<file path="config.mk">
export PLATFORM = sky130hd
export DESIGN_NAME = top_k_smallest_selector_core_flat
export DESIGN_NICKNAME = d
export VERILOG_FILES = /design/src/design/tksel_pkg.sv /design/src/design/tksel_if.sv /design/src/design/top_k_smallest_selector_core.sv /design/src/design/tksel_ctrl.sv /design/src/design/tksel_datapath.sv /design/src/flat_wrapper.sv
export SDC_FILE = /design/constraint.sdc
export NUM_CORES = 2
export LEC_CHECK = 0
export BUFFER_PORTS_ARGS = -buffer_cell sky130_fd_sc_hd__buf_2
export CORE_MARGIN = 2
export CORE_UTILIZATION = 44
export CTS_CLUSTER_DIAMETER = 40
export CTS_CLUSTER_SIZE = 16
export DETAILED_ROUTE_END_ITERATION = 16
export HOLD_SLACK_MARGIN = 0.08
export PLACE_DENSITY_LB_ADDON = 0.1
export SKIP_LAST_GASP = 1
export SYNTH_ARGS = -nofsm -noshare
export SYNTH_HDL_FRONTEND = slang
export SYNTH_SLANG_ARGS = --single-unit
export TNS_END_PERCENT = 30
</file>
<file path="constraint.sdc">
create_clock -name clk -period 18.94 [get_ports clk]
set_clock_uncertainty 0.15 [all_clocks]
set_input_delay 1.894 -clock clk [delete_from_list [all_inputs] [get_ports clk]]
set_output_delay 1.894 -clock clk [all_outputs]
set_load 0.05 [all_outputs]
</file>
<file path="src/design/tksel_pkg.sv">
// ----------------------------------------------------------------------------
// Top-K smallest selector package
// Sizes, codes and shared types of the selector.
// ----------------------------------------------------------------------------
package tksel_pkg;

    localparam int MAX_K   = 16;
    localparam int ID_BITS = 16;

    localparam int ID_W    = 16;
    localparam int DIST_W  = 32;
    localparam int RANK_W  = 5;
    localparam int K_W     = 5;
    localparam int CNT_W   = $clog2(MAX_K + 1);
    localparam int IDX_W   = (MAX_K > 1) ? $clog2(MAX_K) : 1;

    localparam logic [K_W-1:0] K_RESET = K_W'(5);

    localparam logic OP_INSERT = 1'b0;
    localparam logic OP_FLUSH  = 1'b1;

    typedef logic [CNT_W-1:0] cnt_t;
    typedef logic [IDX_W-1:0] idx_t;

    typedef struct packed {
        logic insert;
        logic flush_start;
        logic load_out;
        idx_t idx;
        logic last;
    } cmd_t;

    typedef struct packed {
        cnt_t fill_n;
        logic out_free;
    } status_t;

    function automatic cnt_t clamp_k(input logic [K_W-1:0] k);
        cnt_t r;
        if (k == '0)
        begin
            r = CNT_W'(1);
        end
        else if (32'(k) > 32'(MAX_K))
        begin
            r = CNT_W'(MAX_K);
        end
        else
        begin
            r = CNT_W'(k);
        end
        return r;
    endfunction

endpackage

</file>
<file path="src/design/tksel_if.sv">
// ----------------------------------------------------------------------------
// Top-K smallest selector channel interfaces
// Valid/ready channels for candidate words and ranked result words.
// ----------------------------------------------------------------------------
interface tksel_cand_if;
    import tksel_pkg::*;

    logic              valid;
    logic              ready;
    logic              operation;
    logic [ID_W-1:0]   item_id;
    logic [DIST_W-1:0] distance;

    modport source (output valid, output operation, output item_id, output distance,
                    input ready);
    modport sink   (input valid, input operation, input item_id, input distance,
                    output ready);
endinterface

interface tksel_result_if;
    import tksel_pkg::*;

    logic              valid;
    logic              ready;
    logic [RANK_W-1:0] rank;
    logic [ID_W-1:0]   result_id;
    logic [DIST_W-1:0] result_distance;
    logic              last;

    modport source (output valid, output rank, output result_id, output result_distance,
                    output last, input ready);
    modport sink   (input valid, input rank, input result_id, input result_distance,
                    input last, output ready);
endinterface

</file>
<file path="src/design/top_k_smallest_selector_core.sv">
// One insert word is taken every cycle while idle and is sorted into the kept list.
// A flush word with n kept entries gives n result words: the first after the state
// and output registers, then one per cycle through the single output register unless
// out_ready stalls it. No candidate word is taken while a flush is being emitted; an
// empty flush emits no word. Reset empties the list, sets kept count 5, drops outputs.
// ----------------------------------------------------------------------------
// Top-K smallest selector core
// Keeps the K smallest distances in sorted order and emits them ranked on flush.
// ----------------------------------------------------------------------------
module top_k_smallest_selector_core (
    input  logic                      clk,
    input  logic                      rst_n,
    tksel_cand_if.sink                cand,
    tksel_result_if.source            result,
    input  logic                      cfg_we,
    input  logic [tksel_pkg::K_W-1:0] cfg_wdata
);
    import tksel_pkg::*;

    cmd_t    cmd;
    status_t status;

    tksel_ctrl u_ctrl (
        .clk            (clk),
        .rst_n          (rst_n),
        .cand_valid     (cand.valid),
        .cand_operation (cand.operation),
        .cand_ready     (cand.ready),
        .status         (status),
        .cmd            (cmd)
    );

    tksel_datapath u_datapath (
        .clk          (clk),
        .rst_n        (rst_n),
        .cmd          (cmd),
        .status       (status),
        .cfg_we       (cfg_we),
        .cfg_wdata    (cfg_wdata),
        .item_id      (cand.item_id),
        .distance     (cand.distance),
        .out_valid    (result.valid),
        .out_ready    (result.ready),
        .out_rank     (result.rank),
        .out_id       (result.result_id),
        .out_distance (result.result_distance),
        .out_last     (result.last)
    );

endmodule

</file>
<file path="src/design/tksel_ctrl.sv">
// ----------------------------------------------------------------------------
// Top-K smallest selector controller
// Accepts candidate words and sequences the ranked output of a flush.
// ----------------------------------------------------------------------------
module tksel_ctrl (
    input  logic              clk,
    input  logic              rst_n,
    input  logic              cand_valid,
    input  logic              cand_operation,
    output logic              cand_ready,
    input  tksel_pkg::status_t status,
    output tksel_pkg::cmd_t    cmd
);
    import tksel_pkg::*;

    localparam logic [0:0] ST_IDLE  = 1'b0;
    localparam logic [0:0] ST_FLUSH = 1'b1;

    logic [0:0] state_reg;
    logic [0:0] state_next;
    cnt_t       cnt_reg;
    cnt_t       cnt_next;
    idx_t       idx_reg;
    idx_t       idx_next;
    logic       accept;
    logic       is_last;

    assign cand_ready = (state_reg == ST_IDLE);
    assign accept     = cand_valid && cand_ready;
    assign is_last    = (CNT_W'(idx_reg) + CNT_W'(1)) == cnt_reg;

    always_comb
    begin
        state_next      = state_reg;
        cnt_next        = cnt_reg;
        idx_next        = idx_reg;
        cmd.insert      = 1'b0;
        cmd.flush_start = 1'b0;
        cmd.load_out    = 1'b0;
        cmd.idx         = idx_reg;
        cmd.last        = is_last;
        unique case (state_reg)
            ST_IDLE:
            begin
                if (accept)
                begin
                    if (cand_operation == OP_INSERT)
                    begin
                        cmd.insert = 1'b1;
                    end
                    else
                    begin
                        cmd.flush_start = 1'b1;
                        if (status.fill_n != '0)
                        begin
                            state_next = ST_FLUSH;
                            cnt_next   = status.fill_n;
                            idx_next   = '0;
                        end
                    end
                end
            end
            ST_FLUSH:
            begin
                if (status.out_free)
                begin
                    cmd.load_out = 1'b1;
                    if (is_last)
                    begin
                        state_next = ST_IDLE;
                    end
                    else
                    begin
                        idx_next = idx_reg + IDX_W'(1);
                    end
                end
            end
            default:
            begin
                state_next = ST_IDLE;
            end
        endcase
    end

    always_ff @(posedge clk or negedge rst_n)
    begin
        if (!rst_n)
        begin
            state_reg <= ST_IDLE;
            cnt_reg   <= '0;
            idx_reg   <= '0;
        end
        else
        begin
            state_reg <= state_next;
            cnt_reg   <= cnt_next;
            idx_reg   <= idx_next;
        end
    end

endmodule

</file>
<file path="src/design/tksel_datapath.sv">
// ----------------------------------------------------------------------------
// Top-K smallest selector datapath
// Sorted entry registers with parallel compare and shift, and output register.
// ----------------------------------------------------------------------------
module tksel_datapath (
    input  logic                        clk,
    input  logic                        rst_n,
    input  tksel_pkg::cmd_t             cmd,
    output tksel_pkg::status_t          status,
    input  logic                        cfg_we,
    input  logic [tksel_pkg::K_W-1:0]   cfg_wdata,
    input  logic [tksel_pkg::ID_W-1:0]  item_id,
    input  logic [tksel_pkg::DIST_W-1:0] distance,
    output logic                        out_valid,
    input  logic                        out_ready,
    output logic [tksel_pkg::RANK_W-1:0] out_rank,
    output logic [tksel_pkg::ID_W-1:0]  out_id,
    output logic [tksel_pkg::DIST_W-1:0] out_distance,
    output logic                        out_last
);
    import tksel_pkg::*;

    logic [DIST_W-1:0]  dist_reg [MAX_K];
    logic [ID_BITS-1:0] id_reg   [MAX_K];
    cnt_t               fill_reg;
    cnt_t               fill_next;
    logic [K_W-1:0]     k_reg;
    logic               out_valid_reg;
    logic               out_valid_next;
    logic [RANK_W-1:0]  out_rank_reg;
    logic [ID_W-1:0]    out_id_reg;
    logic [DIST_W-1:0]  out_distance_reg;
    logic               out_last_reg;

    cnt_t               k_lim;
    cnt_t               n;
    logic [MAX_K-1:0]   lt;
    logic [ID_BITS-1:0] new_id;

    assign k_lim  = clamp_k(k_reg);
    assign n      = (fill_reg > k_lim) ? k_lim : fill_reg;
    assign new_id = ID_BITS'(item_id);

    assign status.fill_n   = n;
    assign status.out_free = !out_valid_reg || out_ready;

    always_comb
    begin
        for (int i = 0; i < MAX_K; i++)
        begin
            lt[i] = (CNT_W'(i) < n) && (distance < dist_reg[i]);
        end
    end

    for (genvar g = 0; g < MAX_K; g++)
    begin : g_entry
        logic here;
        logic from_prev;
        logic wr_en;

        assign here  = (CNT_W'(g) < n) ? lt[g] : (CNT_W'(g) == n);
        assign wr_en = cmd.insert && (CNT_W'(g) < k_lim);

        if (g == 0)
        begin : g_head
            assign from_prev = 1'b0;
            always_ff @(posedge clk)
            begin
                if (wr_en && here)
                begin
                    dist_reg[g] <= distance;
                    id_reg[g]   <= new_id;
                end
            end
        end
        else
        begin : g_body
            assign from_prev = lt[g-1];
            always_ff @(posedge clk)
            begin
                if (wr_en && from_prev)
                begin
                    dist_reg[g] <= dist_reg[g-1];
                    id_reg[g]   <= id_reg[g-1];
                end
                else if (wr_en && here)
                begin
                    dist_reg[g] <= distance;
                    id_reg[g]   <= new_id;
                end
            end
        end
    end

    always_comb
    begin
        fill_next = fill_reg;
        if (cmd.insert)
        begin
            fill_next = (n < k_lim) ? n + CNT_W'(1) : n;
        end
        else if (cmd.flush_start)
        begin
            fill_next = '0;
        end
    end

    assign out_valid_next = cmd.load_out || (out_valid_reg && !out_ready);

    always_ff @(posedge clk or negedge rst_n)
    begin
        if (!rst_n)
        begin
            fill_reg      <= '0;
            k_reg         <= K_RESET;
            out_valid_reg <= 1'b0;
        end
        else
        begin
            fill_reg      <= fill_next;
            out_valid_reg <= out_valid_next;
            if (cfg_we)
            begin
                k_reg <= cfg_wdata;
            end
        end
    end

    always_ff @(posedge clk)
    begin
        if (cmd.load_out)
        begin
            out_rank_reg     <= RANK_W'(CNT_W'(cmd.idx) + CNT_W'(1));
            out_id_reg       <= ID_W'(id_reg[cmd.idx]);
            out_distance_reg <= dist_reg[cmd.idx];
            out_last_reg     <= cmd.last;
        end
    end

    assign out_valid    = out_valid_reg;
    assign out_rank     = out_rank_reg;
    assign out_id       = out_id_reg;
    assign out_distance = out_distance_reg;
    assign out_last     = out_last_reg;

endmodule

</file>
<file path="src/flat_wrapper.sv">
// flat-port wrapper written by rule: the top's interface ports become plain ports
module top_k_smallest_selector_core_flat import tksel_pkg::*;
  (clk, rst_n, cfg_we, cfg_wdata, cand_valid, cand_operation, cand_item_id, cand_distance, cand_ready, result_valid, result_rank, result_result_id, result_result_distance, result_last, result_ready);
  tksel_cand_if cand_i ();
  tksel_result_if result_i ();
  input  logic clk;
  input  logic rst_n;
  input  logic cfg_we;
  input  logic [tksel_pkg::K_W-1:0] cfg_wdata;
  input wire logic [$bits(cand_i.valid)-1:0] cand_valid;
  input wire logic [$bits(cand_i.operation)-1:0] cand_operation;
  input wire logic [$bits(cand_i.item_id)-1:0] cand_item_id;
  input wire logic [$bits(cand_i.distance)-1:0] cand_distance;
  output wire logic [$bits(cand_i.ready)-1:0] cand_ready;
  output wire logic [$bits(result_i.valid)-1:0] result_valid;
  output wire logic [$bits(result_i.rank)-1:0] result_rank;
  output wire logic [$bits(result_i.result_id)-1:0] result_result_id;
  output wire logic [$bits(result_i.result_distance)-1:0] result_result_distance;
  output wire logic [$bits(result_i.last)-1:0] result_last;
  input wire logic [$bits(result_i.ready)-1:0] result_ready;
  assign cand_i.valid = cand_valid;
  assign cand_i.operation = cand_operation;
  assign cand_i.item_id = cand_item_id;
  assign cand_i.distance = cand_distance;
  assign cand_ready = cand_i.ready;
  assign result_valid = result_i.valid;
  assign result_rank = result_i.rank;
  assign result_result_id = result_i.result_id;
  assign result_result_distance = result_i.result_distance;
  assign result_last = result_i.last;
  assign result_i.ready = result_ready;
  top_k_smallest_selector_core u_core (.clk(clk), .rst_n(rst_n), .cand(cand_i), .result(result_i), .cfg_we(cfg_we), .cfg_wdata(cfg_wdata));
endmodule
</file>
==> impl_metrics.xml <==
<?xml version="1.0" encoding="UTF-8"?>
<metrics>
  <group name="outcome">
    <metric name="status" unit="">finished, final reports clean</metric>
  </group>
  <group name="clock_tree">
    <metric name="buffers_from_clock_root_to_sink_at_most" unit="">3</metric>
    <metric name="htree_num_levels" unit="">4</metric>
    <metric name="tritoncts_num_sinks" unit="">843</metric>
    <metric name="hold_buffers" unit="">0</metric>
    <metric name="cts_made_buffers" unit="">155</metric>
    <metric name="ctsRootBufferMaster" unit="">clkbuf_16</metric>
    <metric name="postCtsSetupBuffers" unit="">0</metric>
    <metric name="clock_transition_at_the_registers_of_the_reported_paths" unit="ns">0.05</metric>
    <metric name="clock_latency_late_sink" unit="ns">0.79</metric>
    <metric name="tritoncts" unit="">yes</metric>
    <metric name="ctsResizeCount" unit="">0</metric>
  </group>
  <group name="global_route">
    <metric name="first_pass_grt_wire_length" unit="µm">253000</metric>
    <metric name="first_global_vias" unit="">35100</metric>
    <metric name="grt.total_usage" unit="%">28.0</metric>
    <metric name="grt_antenna_before_repair" unit="">7</metric>
    <metric name="grt_overflow" unit="">0</metric>
    <metric name="pin_count_of_the_biggest_net_entering_global_routing" unit="">87</metric>
  </group>
  <group name="min_path">
    <metric name="holdCritPathClass" unit="">register to register</metric>
  </group>
  <group name="drt">
    <metric name="drt_iter0_drc" unit="">3150</metric>
    <metric name="dr_total_vias" unit="">35500</metric>
    <metric name="postRouteWirelength" unit="µm">175000</metric>
    <metric name="ant_nets" unit="">0</metric>
    <metric name="initial_drt_pass_iterations" unit="">6</metric>
    <metric name="route.detailed.wl_per_inst" unit="µm">29.8</metric>
    <metric name="vias_per_cell" unit="">6.04</metric>
    <metric name="detail_route.drc_violations" unit="">0</metric>
  </group>
  <group name="worst_setup_path">
    <metric name="crit_type" unit="">input port to register</metric>
    <metric name="r2r-end" unit="">u_core.u_datapath.dist_reg[1][22]</metric>
    <metric name="crit_fanout" unit="">37</metric>
    <metric name="startpoint" unit="">cand_distance[2]</metric>
    <metric name="timing.critical_path.depth" unit="">12</metric>
    <metric name="setup.worst_path.end" unit="">u_core.u_datapath.dist_reg[1][22]</metric>
    <metric name="critPathSlowestCell" unit="">nor3b_4</metric>
    <metric name="critical-path-top-delay-family" unit="">compound AO/OA/AOI/OAI gates</metric>
    <metric name="reg2reg_slack" unit="ns">12.52</metric>
    <metric name="critical_path_buf_inv_count" unit="">2</metric>
    <metric name="r2r_cells" unit="">13</metric>
    <metric name="critPathLaunchType" unit="">input port</metric>
    <metric name="series_of_cell_instances_along_the_critical_path" unit="">buf_2, ha_1, a211oi_1, o21ai_0, a21oi_1, o21ai_0, a211oi_1, o211ai_1, a21boi_0, nor3b_4, buf_4, mux2_2</metric>
    <metric name="cp.arrival" unit="ns">7.11</metric>
    <metric name="end_kind" unit="">register</metric>
    <metric name="timing.critical_path.slowest_cell_delay" unit="ns">0.84</metric>
    <metric name="required_time_of_the_worst_setup_path" unit="ns">19.30</metric>
    <metric name="worst_r2r_startpoint" unit="">u_core.u_datapath.k_reg[4]</metric>
  </group>
  <group name="yosys">
    <metric name="synth_sequential_area_ratio" unit="%">47.0</metric>
    <metric name="synth_nets" unit="">4542</metric>
    <metric name="async_reset_ff_share" unit="%">2.49</metric>
    <metric name="synth_cell_types" unit="">75</metric>
    <metric name="synth_warnings" unit="">0</metric>
    <metric name="count_of_state_elements_after_synthesis" unit="">843</metric>
    <metric name="synth_enable_flop_cells" unit="">822</metric>
    <metric name="synth.avg_cell_area" unit="µm²">13.5</metric>
    <metric name="post_synthesis_instance_area" unit="mm²">0.0536</metric>
    <metric name="netlist_instances" unit="">3974</metric>
    <metric name="dominantRegCellSynth" unit="">edfxtp_1</metric>
  </group>
  <group name="layout">
    <metric name="largest_register_ff_count" unit="">512</metric>
    <metric name="final_cell_mix" unit="">822 x edfxtp_1, 647 x mux2_2, 522 x inv_1, 509 x ha_1, 240 x mux4_2</metric>
    <metric name="multi_input_area" unit="mm²">0.0258</metric>
    <metric name="fillers" unit="">10700</metric>
    <metric name="layout-drive-gt1-share" unit="%">32.9</metric>
    <metric name="regArea" unit="mm²">0.0252</metric>
    <metric name="fin_cells" unit="">5882</metric>
    <metric name="synthToLayoutAreaGrowth" unit="%">14.5</metric>
    <metric name="total_nets_final" unit="">4691</metric>
    <metric name="stdcell_area" unit="mm²">0.0614</metric>
    <metric name="layout.core_utilization" unit="%">50.6</metric>
    <metric name="mostFrequentLayoutCell" unit="">edfxtp_1</metric>
  </group>
  <group name="power_and_ir_drop">
    <metric name="report.power.total" unit="mW">7.83</metric>
    <metric name="intPower" unit="mW">5.14</metric>
    <metric name="p_switching" unit="mW">2.69</metric>
    <metric name="p_seq_share" unit="%">32.8</metric>
    <metric name="combinationalPowerShare" unit="%">30.9</metric>
    <metric name="clock_power_share" unit="%">36.2</metric>
    <metric name="leakagePower" unit="nW">24.1</metric>
    <metric name="max-vdd-ir-drop" unit="mV">0.132</metric>
    <metric name="switching_share" unit="%">34.4</metric>
    <metric name="power-per-cell-area" unit="mW/mm²">128</metric>
  </group>
  <group name="timing">
    <metric name="layout_setup_ws" unit="ns">12.19</metric>
    <metric name="final_max_slew_viol_count" unit="">0</metric>
    <metric name="max_clock_freq" unit="GHz">0.148</metric>
    <metric name="hold_ws" unit="ns">0.358</metric>
    <metric name="timing.final.crit_share" unit="%">35.6</metric>
    <metric name="finalWorstPathRequiredPeriod" unit="ns">6.75</metric>
    <metric name="totalNegativeSetupSlack" unit="ns">0</metric>
    <metric name="grt_setup_unrepaired" unit="">false</metric>
    <metric name="max-slew-margin-rel" unit="%">9.36</metric>
    <metric name="worst_pin_slew" unit="ns">1.33</metric>
    <metric name="finalHoldViolCount" unit="">0</metric>
    <metric name="setup_viol_count_final" unit="">0</metric>
  </group>
  <group name="placement">
    <metric name="dpl.cell_count" unit="">5591</metric>
    <metric name="gpl.final_weighted_congestion" unit="">0.960</metric>
    <metric name="dp_worst_setup_slack" unit="ns">11.57</metric>
    <metric name="dpl-instance-area" unit="mm²">0.0561</metric>
    <metric name="post-dp-hpwl" unit="µm">114000</metric>
    <metric name="port_buffers" unit="">114</metric>
  </group>
  <group name="die">
    <metric name="fp.dieH" unit="µm">353</metric>
    <metric name="core.rowCount" unit="">128</metric>
    <metric name="core_region_area" unit="mm²">0.121</metric>
    <metric name="floorplan.die.width" unit="µm">353</metric>
    <metric name="ios" unit="">115</metric>
    <metric name="start_util" unit="%">44.2</metric>
    <metric name="die-area" unit="mm²">0.125</metric>
  </group>
  <group name="job">
    <metric name="cap_violations" unit="">0</metric>
  </group>
</metrics>
## worst min path at each step
stage / to / from / depth (start not counted)
global placement: u_core.u_ctrl.state_reg / u_core.u_ctrl.state_reg / 1
global route: u_core.u_ctrl.state_reg / u_core.u_ctrl.state_reg / 1
finish: u_core.u_ctrl.state_reg / u_core.u_ctrl.state_reg / 1
floorplan: u_core.u_ctrl.state_reg / u_core.u_ctrl.state_reg / 1
CTS: u_core.u_ctrl.state_reg / u_core.u_ctrl.state_reg / 1
detailed placement: u_core.u_ctrl.state_reg / u_core.u_ctrl.state_reg / 1
## synthesized netlist by cell type, types with 5 or more instances
library cell,count,area [µm²]
edfxtp_1,822,24700
mux2_2,647,7290
inv_1,522,1960
ha_1,509,6370
mux4_2,240,5410
a21oi_1,175,876
nand2_1,113,424
o21ai_0,101,505
clkbuf_1,96,360
a21o_1,89,668
nand4_1,73,457
nor2_1,67,251
mux2_1,65,732
nand3_1,52,260
buf_2,48,240
a211oi_1,27,203
nor2b_1,24,150
nor3_1,24,120
buf_1,19,71.3
dfrtp_1,19,475
nand2b_1,19,119
buf_4,18,135
and3_1,12,75.1
o211ai_1,11,82.6
o21a_1,11,82.6
a31oi_1,10,62.6
mux2_4,10,150
nor4_1,10,62.6
a221oi_1,9,78.8
buf_6,9,101
xnor2_1,8,70.1
o31ai_1,7,52.6
a2111oi_0,6,52.6
and2_1,6,37.5
a21boi_0,5,37.5
and4_1,5,43.8
o21ai_1,5,25.0
o221ai_1,5,43.8
o41ai_1,5,43.8
## power by group through the flow
stage	clock [mW]	sequential (mW)	combinational, mW
5_1_grt	2.95	2.60	2.57
3_3_place_gp	0	2.60	2.42
2_1_floorplan	0	2.71	1.48
4_1_cts	2.87	2.57	2.44
6_report	2.84	2.57	2.42
3_5_place_dp	0	2.60	2.43
## routing by layer
metal  track usage, %  share of wire, %  routed length, µm  vias up
met5                0                 0                  0        -
met4             9.64               3.3               5710        0
met3             4.23               6.1              10600      271
met2             43.8                46              80700     1234
met1             39.8                45              78400    18500
li1                 -                 -                  -    15500
## final cells by class
| type | count | area share [%] |
|---|---|---|
| diodes | 2 | 0.00815 |
| multi-input cells | 2415 | 42.0 |
| flip-flops and latches | 843 | 41.1 |
| well taps | 1625 | 3.31 |
| clock buffers | 171 | 6.67 |
| clock inverters | 118 | 1.91 |
| inverters | 526 | 3.22 |
| repair buffers | 182 | 1.78 |
## kinds of logic (layout without fill, tap and decap cells)
kind of cell               Yosys count  count (layout)  share of synthesized area (%)
AOI/OAI and AO/OA                  506             506                           6.10
buffers and inverters              716             997                           5.38
muxes                              965             965                           25.4
and+or+nand+nor                    424             424                           4.04
other                                0               2                              0
adders and majority gates          509             509                           11.9
DFF                                843             843                           47.0
xor gates and xnor gates            11              11                          0.180
Note: power is estimated with default switching activity, not from simulation.
